### src/rtl/ppt_pkg.sv
`timescale 1ns / 1ps
`default_nettype none

package ppt_pkg;

	localparam int DEPTH = 16;
	localparam int IDX_W = (DEPTH > 1) ? $clog2(DEPTH) : 1;
	localparam int CNT_W = $clog2(DEPTH + 1);

	localparam int CMD_W    = 2;
	localparam int IP_W     = 32;
	localparam int HANDLE_W = 16;
	localparam int LEN_W    = 11;
	localparam int STATUS_W = 2;
	localparam int OCC_W    = 5;

	typedef enum logic [CMD_W-1:0] {
		CMD_ADD      = 2'd0,
		CMD_RETRIEVE = 2'd1,
		CMD_CLEAN    = 2'd2
	} cmd_t;

	typedef enum logic [STATUS_W-1:0] {
		STATUS_DONE      = 2'd0,
		STATUS_FULL      = 2'd1,
		STATUS_NOT_FOUND = 2'd2
	} status_t;

	typedef enum logic [2:0] {
		ST_IDLE,
		ST_ADD,
		ST_SEARCH,
		ST_CLEAN,
		ST_POST
	} state_t;

	typedef struct packed {
		logic [IP_W-1:0]     addr;
		logic [HANDLE_W-1:0] handle;
		logic [LEN_W-1:0]    len;
	} slot_t;

	typedef struct packed {
		logic             we;
		logic [IDX_W-1:0] waddr;
		slot_t            wdata;
		logic [IDX_W-1:0] raddr;
	} mem_req_t;

endpackage

`default_nettype wire

### src/rtl/ppt_slot_mem.sv
`timescale 1ns / 1ps
`default_nettype none

module ppt_slot_mem
	import ppt_pkg::*;
(
	input  wire logic     clk,
	input  wire mem_req_t req,
	output slot_t         rdata_s1
);

	slot_t mem_q [DEPTH];

	always_ff @(posedge clk) begin
		if (req.we) begin
			mem_q[req.waddr] <= req.wdata;
		end
		rdata_s1 <= mem_q[req.raddr];
	end

endmodule

`default_nettype wire

### src/rtl/pending_packet_table_unit.sv
`timescale 1ns / 1ps
`default_nettype none

// Channel  Direction  tdata fields (lowest bit first)
// s_       in         command[1:0] dest_ip[33:2] packet_handle[49:34] packet_len[60:50]
// m_       out        status[1:0] found_handle[17:2] found_len[28:18] occupancy[33:29]
//
// One request at a time. A retrieve or a clean walks the valid slots through the single
// read port of the slot memory, one slot a cycle. The result waits in an output register
// while the next request is taken; a stalled result holds back only the end of the
// following request. Reset empties the table, no clearing pass is needed.

module pending_packet_table_unit
	import ppt_pkg::*;
(
	input  wire logic        clk,
	input  wire logic        arst_n,
	input  wire logic        s_tvalid,
	output logic             s_tready,
	input  wire logic [63:0] s_tdata,   // command, dest_ip, packet_handle, packet_len
	output logic             m_tvalid,
	input  wire logic        m_tready,
	output logic [39:0]      m_tdata    // status, found_handle, found_len, occupancy
);

	state_t state_q, state_d;

	logic [CMD_W-1:0]    cmd_in;
	logic [IP_W-1:0]     ip_q;
	logic [HANDLE_W-1:0] handle_q;
	logic [LEN_W-1:0]    len_q;

	logic [CNT_W-1:0] count_q;
	logic [DEPTH-1:0] taken_q;
	logic [CNT_W-1:0] scan_q;
	logic [CNT_W-1:0] wr_q;
	logic             pend_s1;
	logic [IDX_W-1:0] idx_s1;

	logic [STATUS_W-1:0] res_status_q;
	logic [HANDLE_W-1:0] res_handle_q;
	logic [LEN_W-1:0]    res_len_q;

	logic        out_valid_q;
	logic [39:0] out_data_q;

	mem_req_t mem_req;
	slot_t    rdata_s1;

	logic accept, issue, hit, can_post, keep;
	logic add_ok, add_full, found, not_found, clean_end, load_out;

	ppt_slot_mem u_mem (
		.clk      (clk),
		.req      (mem_req),
		.rdata_s1 (rdata_s1)
	);

	assign cmd_in   = s_tdata[1:0];
	assign s_tready = (state_q == ST_IDLE);
	assign accept   = s_tvalid && s_tready;
	assign issue    = (scan_q < count_q);
	assign hit      = pend_s1 && !taken_q[idx_s1] && (rdata_s1.addr == ip_q);
	assign keep     = pend_s1 && !taken_q[idx_s1];
	assign can_post = !out_valid_q || m_tready;

	always_ff @(posedge clk or negedge arst_n) begin
		if (!arst_n) begin
			state_q <= ST_IDLE;
		end else begin
			state_q <= state_d;
		end
	end

	always_comb begin
		state_d       = state_q;
		mem_req       = '0;
		mem_req.raddr = scan_q[IDX_W-1:0];
		add_ok        = 1'b0;
		add_full      = 1'b0;
		found         = 1'b0;
		not_found     = 1'b0;
		clean_end     = 1'b0;
		load_out      = 1'b0;
		unique case (state_q)
			ST_IDLE: begin
				if (accept) begin
					case (cmd_in)
						CMD_ADD:      state_d = ST_ADD;
						CMD_RETRIEVE: state_d = ST_SEARCH;
						CMD_CLEAN:    state_d = ST_CLEAN;
						default:      state_d = ST_POST;
					endcase
				end
			end
			ST_ADD: begin
				state_d = ST_POST;
				if (count_q < CNT_W'(DEPTH)) begin
					add_ok        = 1'b1;
					mem_req.we    = 1'b1;
					mem_req.waddr = count_q[IDX_W-1:0];
					mem_req.wdata = '{addr: ip_q, handle: handle_q, len: len_q};
				end else begin
					add_full = 1'b1;
				end
			end
			ST_SEARCH: begin
				if (hit) begin
					found   = 1'b1;
					state_d = ST_POST;
				end else if (!issue && !pend_s1) begin
					not_found = 1'b1;
					state_d   = ST_POST;
				end
			end
			ST_CLEAN: begin
				if (keep) begin
					mem_req.we    = 1'b1;
					mem_req.waddr = wr_q[IDX_W-1:0];
					mem_req.wdata = rdata_s1;
				end
				if (!issue && !pend_s1) begin
					clean_end = 1'b1;
					state_d   = ST_POST;
				end
			end
			ST_POST: begin
				if (can_post) begin
					load_out = 1'b1;
					state_d  = ST_IDLE;
				end
			end
			default: state_d = ST_IDLE;
		endcase
	end

	always_ff @(posedge clk or negedge arst_n) begin
		if (!arst_n) begin
			count_q     <= '0;
			taken_q     <= '0;
			scan_q      <= '0;
			wr_q        <= '0;
			pend_s1     <= 1'b0;
			out_valid_q <= 1'b0;
		end else begin
			if (accept) begin
				scan_q  <= '0;
				wr_q    <= '0;
				pend_s1 <= 1'b0;
			end else if (state_q == ST_SEARCH || state_q == ST_CLEAN) begin
				pend_s1 <= issue && !found;
				if (issue) begin
					scan_q <= scan_q + 1'b1;
				end
			end
			if (state_q == ST_CLEAN && keep) begin
				wr_q <= wr_q + 1'b1;
			end
			if (add_ok) begin
				count_q                       <= count_q + 1'b1;
				taken_q[count_q[IDX_W-1:0]]   <= 1'b0;
			end
			if (found) begin
				taken_q[idx_s1] <= 1'b1;
			end
			if (clean_end) begin
				count_q <= wr_q;
				taken_q <= '0;
			end
			if (load_out) begin
				out_valid_q <= 1'b1;
			end else if (m_tready) begin
				out_valid_q <= 1'b0;
			end
		end
	end

	always_ff @(posedge clk) begin
		idx_s1 <= scan_q[IDX_W-1:0];
		if (accept) begin
			ip_q         <= s_tdata[33:2];
			handle_q     <= s_tdata[49:34];
			len_q        <= s_tdata[60:50];
			res_status_q <= STATUS_DONE;
			res_handle_q <= '0;
			res_len_q    <= '0;
		end
		if (add_full) begin
			res_status_q <= STATUS_FULL;
		end
		if (not_found) begin
			res_status_q <= STATUS_NOT_FOUND;
		end
		if (found) begin
			res_handle_q <= rdata_s1.handle;
			res_len_q    <= rdata_s1.len;
		end
		if (load_out) begin
			out_data_q <= {6'd0, OCC_W'(count_q), res_len_q, res_handle_q, res_status_q};
		end
	end

	assign m_tvalid = out_valid_q;
	assign m_tdata  = out_data_q;

`ifndef NO_ASSERTIONS
	assert property (@(posedge clk) disable iff (!arst_n)
		count_q <= CNT_W'(DEPTH))
		else $error("entry count beyond table depth");

	assert property (@(posedge clk) disable iff (!arst_n)
		clean_end |=> (taken_q == '0))
		else $error("taken marks left after clean");

	assert property (@(posedge clk) disable iff (!arst_n)
		(state_q == ST_SEARCH && pend_s1) |-> (CNT_W'(idx_s1) < count_q))
		else $error("search read beyond valid entries");

	assert property (@(posedge clk) disable iff (!arst_n)
		(state_q == ST_CLEAN) |-> (wr_q <= scan_q))
		else $error("clean write index ahead of read index");

	assert property (@(posedge clk) disable iff (!arst_n)
		add_full |=> $stable(count_q))
		else $error("dropped add changed the entry count");
`endif

endmodule

`default_nettype wire

### config.mk
export PLATFORM = sky130hd
export DESIGN_NAME = pending_packet_table_unit
export DESIGN_NICKNAME = d
export VERILOG_FILES = /design/src/rtl/ppt_pkg.sv /design/src/rtl/ppt_slot_mem.sv /design/src/rtl/pending_packet_table_unit.sv
export SDC_FILE = /design/constraint.sdc
export NUM_CORES = 1
export LEC_CHECK = 0
export ABC_AREA = 0
export BUFFER_PORTS_ARGS = -buffer_cell sky130_fd_sc_hd__buf_2
export CAP_MARGIN = 5
export CORE_MARGIN = 5
export CORE_UTILIZATION = 25
export DETAILED_ROUTE_END_ITERATION = 10
export HOLD_SLACK_MARGIN = 0.05
export PLACE_DENSITY = 0.47
export REMOVE_ABC_BUFFERS = 1
export SYNTH_ARGS = -nofsm -noshare
export SYNTH_HDL_FRONTEND = slang
export SYNTH_HIERARCHICAL = 1
export SYNTH_SLANG_ARGS = --single-unit
### constraint.sdc
create_clock -name clk -period 8 [get_ports clk]
set_input_delay 1.6 -clock clk [delete_from_list [all_inputs] [get_ports clk]]
set_output_delay 1.6 -clock clk [all_outputs]
set_load 0.05 [all_outputs]
==> results of run 1 <==
==> area by class of cell <==
type | instances | area (sq um) | share of cell area, %
Antenna cell | 1 | 2.50 | 0.00490
Clock buffer | 152 | 3220 | 6.30
Clock inverter | 70 | 868 | 1.70
Inverter | 13 | 50.0 | 0.0979
Multi-Input combinational cell | 746 | 8970 | 17.6
Sequential cell | 1165 | 34200 | 66.8
Tap cell | 2325 | 2910 | 5.69
Timing Repair Buffer | 147 | 928 | 1.82
==> critical path, cell delays in order, from the launching register on <==
cell and delay [ns]:
dfxtp_1 0.54, mux4_2 0.57, a22o_1 0.26, nor4_4 0.42
and3_4 0.63, nand2_1 0.10, o21ai_1 0.37, nand2b_1 0.41
nor2_4 0.92, buf_4 0.56
==> through the flow <==
stage	area [sq um]	worst slack, ns
floorplan	43000	-2.44
finish	51100	2.81
global route	51100	2.58
detailed placement	47000	2.74
global placement	47000	2.89
CTS	51100	2.72
==> flip-flops by register name (all words and copies together), names as in the netlist <==
name and flops:
u_mem/mem_q 944, res_len_q 11, idx_s1 4, len_q 11, m_tdata 34, res_handle_q 16
count_q 5, handle_q 16, m_tvalid 1, state_q 3, taken_q 16, wr_q 5
ip_q 32, pend_s1 1, res_status_q 2, u_mem/rdata_s1 59, scan_q 5
==> metal layers <==
layer | up-vias | global-route usage (%)
met5 | - | 0
met4 | 0 | 2.85
met3 | 137 | 1.98
met2 | 468 | 20.7
met1 | 11174 | 15.5
li1 | 8803 | -
==> kinds of logic after synthesis <==
family | share of synthesized area [%]
flip-flops | 78.4
buffers and inverters | 1.41
AO/OA/AOI/OAI | 4.27
adder cells (fa/ha/maj) | 0.373
multiplexers | 12.5
AND/OR/NAND/NOR | 2.29
other | 0.00861
XOR/XNOR | 0.744
==> synthesized netlist by cell type (11+ instances only) <==
| cell type | n |
|---|---|
| a22o_1 | 60 |
| a22oi_1 | 118 |
| and2_1 | 28 |
| buf_2 | 37 |
| buf_4 | 13 |
| clkbuf_1 | 58 |
| dfrtp_1 | 36 |
| dfxtp_1 | 65 |
| edfxtp_1 | 1064 |
| ha_1 | 13 |
| inv_1 | 13 |
| mux4_2 | 238 |
| nand2_1 | 90 |
| nand3_1 | 14 |
| nor2_1 | 25 |
| o211ai_1 | 12 |
| o31ai_1 | 11 |
| xnor2_1 | 29 |
==> power by group <==
part	switching (mW)	internal, mW	total [mW]	leakage (nW)
logic	1.25	0.970	2.22	3.24
clock network	2.36	3.40	5.76	1.99
registers	0.302	7.11	7.41	11.0
total	3.92	11.5	15.4	16.2
==> path summary, 6_finish.rpt <==
path / slack [ns] / to
worst min-delay path: 0.42 / m_tdata[20]$_DFFE_PP_
worst max register to register: 2.81 / u_mem/mem_q[5][55]$_DFFE_PP_
min in group asynchronous: 0.97 / wr_q[0]$_DFFE_PN0P_
max in group asynchronous: 6.41 / scan_q[1]$_DFFE_PN0P_
worst max-delay path: 2.81 / u_mem/mem_q[5][55]$_DFFE_PP_
worst min register to register: 0.42 / m_tdata[20]$_DFFE_PP_
==> layout by cell type (no fill, tap or decap), types with 8 or more instances in the layout <==
cell	synthesis	routed
ha_1	13	13
o211ai_1	12	12
and2_1	28	27
nor2_1	25	12
a22oi_1	118	118
clkinv_1	0	11
nand2b_1	8	8
a22o_1	60	60
clkbuf_1	58	21
bufinv_16	0	17
inv_1	13	12
clkinv_2	0	23
buf_2	37	100
nand4_1	8	8
mux4_2	238	238
nand3_1	14	14
o31ai_1	11	11
xor2_1	8	8
nand2_1	90	90
dfrtp_1	36	34
edfxtp_1	1064	1064
clkbuf_16	0	119
xnor2_1	29	29
nor2_4	0	13
buf_4	13	41
clkbuf_8	0	12
dfxtp_1	65	65
==> flow_metrics.tcl, run 1 <==
set metrics [dict create \
    setup.worst_path.class "reg -> reg" \
    yosys.area.top_type_share_pct 73.3 \
    vias 20582 \
    area_delta_synth_final_pct 17.3 \
    syn-cell-area_sq_um 43600 \
    synth-edff-count 1064 \
    cp_max_fo 37 \
    relSlewSlack_pct 22.8 \
    hold_buffers 0 \
    cellPowerDensity_nw_per_um2 301 \
    reg2reg_from "idx_s1[2]$_DFF_P_" \
    post-route-util_pct 29.4 \
    post-cts-setup-buffer-count 0 \
    drt_iter0_markers 1551 \
    wl_per_cell_um 23.6 \
    cts_buffers 118 \
    ir_drop_uv 194 \
    power.leakage_nw 16.2 \
    dpl.cell_count 4396 \
    report.final.hold_viol_count 0 \
    htreeDepth 3 \
    grt_pass1_wl_um 158000 \
    grt_max_degree 98 \
    drive_gt1_share_pct 26.6 \
    max_cap_violations 0 \
    period_minus_slack_ns 5.19 \
    insertion_delay_ns 0.74 \
    whs_path_depth 0 \
    drc 0 \
    required_ns 8.37 \
    finalPower_mw 15.4 \
    start_kind "flop" \
    clock-sinks 1165 \
    fin_skew_ns 0.0379 \
    async_flop_share_pct 3.09 \
    highest_layer "met4" \
    synth_area_leaders "edfxtp_1, mux4_2, dfxtp_1, dfrtp_1, a22oi_1" \
    worstHoldStart "res_len_q[2]$_SDFFCE_PN0P_" \
    yosys.area.top_type "edfxtp_1" \
    ys_warn_count 6 \
    synth_top_flop_cell "edfxtp_1" \
    grtUsageTotal_pct 11.9 \
    endpoint_kind "flop" \
    arrival_ns 5.56 \
    fillerInstances 16858 \
    drt_first_pass_iters 5 \
    ys_seq_area_share_pct 78.4 \
    setup_viol 0 \
    place_congestion 0.709 \
    dr_wl_met2_um 55600 \
    cts_tree "done" \
    ys_ff_latch 1165 \
    drt-total-wl_um 109000 \
    drt.antenna.violating_nets 0 \
    row_count 153 \
    antenna_found_initial 6 \
    period_share_pct 64.9 \
    dp_hpwl_um 57800 \
    avgViaCountPerCell 4.46 \
    whs_ns 0.424 \
    crit_start "idx_s1[2]$_DFF_P_" \
    wl_met3_um 5050 \
    dieArea_sq_um 183000 \
    post_cts_resized 0 \
    root_buffer "clkbuf_16" \
    status "finished, final reports clean" \
    tns_ns 0 \
    wl_met1_um 46400 \
    io-pin-count 110 \
    ff2ff_path_depth 9 \
    die_w_um 427 \
    timing.fmax_mhz 193 \
    io_buffers 100 \
    start_util_pct 25.1 \
    netlist_instances 2034 \
    synth_cell_type_count 55 \
    grt_pass1_vias 22097 \
    final_cells 4619 \
    core_area_sq_um 174000 \
    fin_nets 2272 \
    hold_path_class "reg -> reg" \
    cts_max_path_buffers 3 \
    slew_violations 0 \
    grt_setup_unrepaired "false" \
    worstMarginPinSlew_ns 1.16 \
    synth_area_per_cell_sq_um 21.4 \
    clkTransAtPathRegs_ns 0.06 \
    fp.dieH_um 427 \
    overflow 0 \
]
Note: power is estimated with default switching activity, not from simulation.
==> run 2: changes to the inputs <==
--- a/config.mk
+++ b/config.mk
@@ -5,14 +5,14 @@
 export SDC_FILE = /design/constraint.sdc
 export NUM_CORES = 1
 export LEC_CHECK = 0
-export ABC_AREA = 0
+export ABC_AREA = 1
 export BUFFER_PORTS_ARGS = -buffer_cell sky130_fd_sc_hd__buf_2
 export CAP_MARGIN = 5
 export CORE_MARGIN = 5
 export CORE_UTILIZATION = 25
 export DETAILED_ROUTE_END_ITERATION = 10
 export HOLD_SLACK_MARGIN = 0.05
-export PLACE_DENSITY = 0.47
+export PLACE_DENSITY = 0.48
 export REMOVE_ABC_BUFFERS = 1
 export SYNTH_ARGS = -nofsm -noshare
 export SYNTH_HDL_FRONTEND = slang
==> constraint.sdc (replaced) <==
create_clock -name clk -period 4.7 [get_ports clk]
set_input_delay 0.94 -clock clk [delete_from_list [all_inputs] [get_ports clk]]
set_output_delay 0.94 -clock clk [all_outputs]
set_load 0.05 [all_outputs]
==> flow_metrics.tcl, run 2 <==
set metrics [dict create \
    status "finished, final reports clean" \
    htreeDepth 4 \
    report.final.hold_viol_count 0 \
    synth_top_flop_cell "edfxtp_1" \
    worstMarginPinSlew_ns 1.16 \
    register_area_sq_um 34200 \
    drt_first_pass_iters 5 \
    drt_iter0_markers 2383 \
    start_kind "flop" \
    area_delta_synth_final_pct 16.3 \
    post-cts-setup-buffer-count 0 \
    ys_seq_area_share_pct 69.3 \
    drc 0 \
    row_count 163 \
    setup_viol 0 \
    power.leakage_nw 24.0 \
    design_area_sq_um 57300 \
    required_ns 5.06 \
    cts_buffers 133 \
    largest_reg_flops 944 \
    timing.fmax_mhz 296 \
    grtUsageTotal_pct 13.0 \
    fin_nets 4941 \
    final_cell_mix "nand2_1, edfxtp_1, inv_1" \
    grt_setup_unrepaired "false" \
    registers.top_by_ff_count "u_mem/mem_q" \
    clock-sinks 1165 \
    met3_usage_pct 2.29 \
    worst_slack_ns 1.32 \
    synth_area_per_cell_sq_um 10.4 \
    yosys.area.top_type "edfxtp_1" \
    slew_violations 0 \
    grt_use_met1_pct 17.7 \
    cts_max_path_buffers 3 \
    final_common_cell "nand2_1" \
    async_flop_share_pct 3.09 \
    tns_ns 0 \
    place_ws_ns 1.34 \
    antenna_found_initial 11 \
    hold_path_class "in -> async" \
    placed_area_sq_um 53200 \
    avgViaCountPerCell 4.21 \
    fp.dieH_um 454 \
    grt_pass1_vias 30515 \
    final_cells 7608 \
    endpoint_kind "flop" \
    io-pin-count 110 \
    root_buffer "clkbuf_16" \
    drt-total-wl_um 136000 \
    setup.worst_path.class "reg -> reg" \
    cellPowerDensity_nw_per_um2 514 \
    synth_cell_type_count 34 \
    wl_per_cell_um 17.9 \
    met2_usage_pct 21.4 \
    fin_skew_ns 0.0234 \
    synth_commonest_cells "nand2_1, edfxtp_1, inv_1" \
    cp_max_fo 26 \
    fillerInstances 20211 \
    overflow 0 \
    dieArea_sq_um 206000 \
    grt_max_degree 174 \
    arrival_ns 3.75 \
    synth_area_leaders "edfxtp_1, nand2_1, nand3_1, inv_1, dfxtp_1" \
    ys_ff_latch 1165 \
    synth_most_common_cell "nand2_1" \
    netlist_instances 4738 \
    place_congestion 0.733 \
    period_share_pct 72.0 \
    io_buffers 100 \
    period_minus_slack_ns 3.38 \
    drt.antenna.violating_nets 0 \
    ir_drop_uv 401 \
    hold_buffers 0 \
    post_cts_resized 0 \
    drive_gt1_share_pct 8.48 \
    insertion_delay_ns 0.75 \
    grt_pass1_wl_um 201000 \
    vias 32063 \
    max_cap_violations 0 \
    start_util_pct 25.0 \
    multiInputGateArea_sq_um 11000 \
    syn-cell-area_sq_um 49300 \
    post-route-util_pct 29.1 \
    die_w_um 454 \
    ys_warn_count 6 \
    dp_hpwl_um 69100 \
    yosys.area.top_type_share_pct 64.8 \
    clkTransAtPathRegs_ns 0.07 \
    synth-edff-count 1064 \
    relSlewSlack_pct 22.5 \
    dpl.cell_count 7365 \
    gr-max-usage-layer "met2" \
    cts_tree "done" \
    core_area_sq_um 197000 \
]
run 2: cell count changes after synthesis, sizes merged, moves of 114 or more:
cell / before / now
nand2: 90 / 1505
inv: 13 / 844
nand3: 14 / 742
mux4: 238 / 0
buf: 57 / 187
a22oi: 118 / 4
run 2: stage by stage:
step | total power, mW | hold WS (ns)
2_1_floorplan | 17.0 | 0.400
3_3_place_gp | 19.9 | 0.405
3_5_place_dp | 19.9 | 0.405
4_1_cts | 29.9 | 0.288
5_1_grt | 31.1 | 0.313
6_report | 29.5 | 0.317
run 2: worst paths after layout:
| kind | from | to | slack (ns) | depth (start not counted) |
|---|---|---|---|---|
| max in group asynchronous | arst_n | scan_q[3]$_DFFE_PN0P_ | 3.71 | 1 |
| worst max-delay path | idx_s1[0]$_DFF_P_ | u_mem/mem_q[14][36]$_DFFE_PP_ | 1.32 | 13 |
| worst max register to register | idx_s1[0]$_DFF_P_ | u_mem/mem_q[14][36]$_DFFE_PP_ | 1.32 | 13 |
| min in group clk | s_tdata[15] | ip_q[13]$_DFFE_PP_ | 0.36 | 1 |
| worst min register to register | res_handle_q[15]$_SDFFCE_PN0P_ | m_tdata[17]$_DFFE_PP_ | 0.42 | 0 |
| worst min-delay path | arst_n | taken_q[2]$_DFF_PN0_ | 0.32 | 1 |
run 2: cell type report:
class	instances	share of cell area [%]
Sequential cell	1165	59.6
Multi-Input combinational cell	2507	19.1
Clock buffer	191	6.44
Tap cell	2640	5.76
Inverter	844	5.58
Timing Repair Buffer	209	2.78
Clock inverter	50	0.712
Antenna cell	2	0.00873
run 2: worst max-delay path, cell delays in order (launching register included):
cell and delay, ns:
dfxtp_1 0.61, inv_4 0.11, nand2_1 0.08, nand2_1 0.05
nand2_1 0.06, nand3_1 0.06, nand2_1 0.06, nand2_1 0.06
nor2_2 0.18, nand2_4 0.12, o22ai_1 0.33, nand3_1 0.46
nor2_4 0.26, buf_4 0.54
run 2: cell families after synthesis:
logic type	synth area share [%]
AND/OR/NAND/NOR	20.2
AO/OA/AOI/OAI	1.24
other	0.00761
adder cells (fa/ha/maj)	0.330
buffers and inverters	8.81
flip-flops	69.3
XOR/XNOR	0.142
run 2: layer usage:
metal,vias to the layer above,wire [um]
met5,-,7
met4,2,2710
met3,184,7640
met2,831,63900
met1,15469,62000
li1,15577,-
run 2: power by group:
group          switching (mW)  total (mW)  leakage (nW)  internal, mW
Clock                    4.14        9.82          1.99          5.69
Combinational            4.99        6.82          11.2          1.84
Sequential              0.384        12.8          10.8          12.4
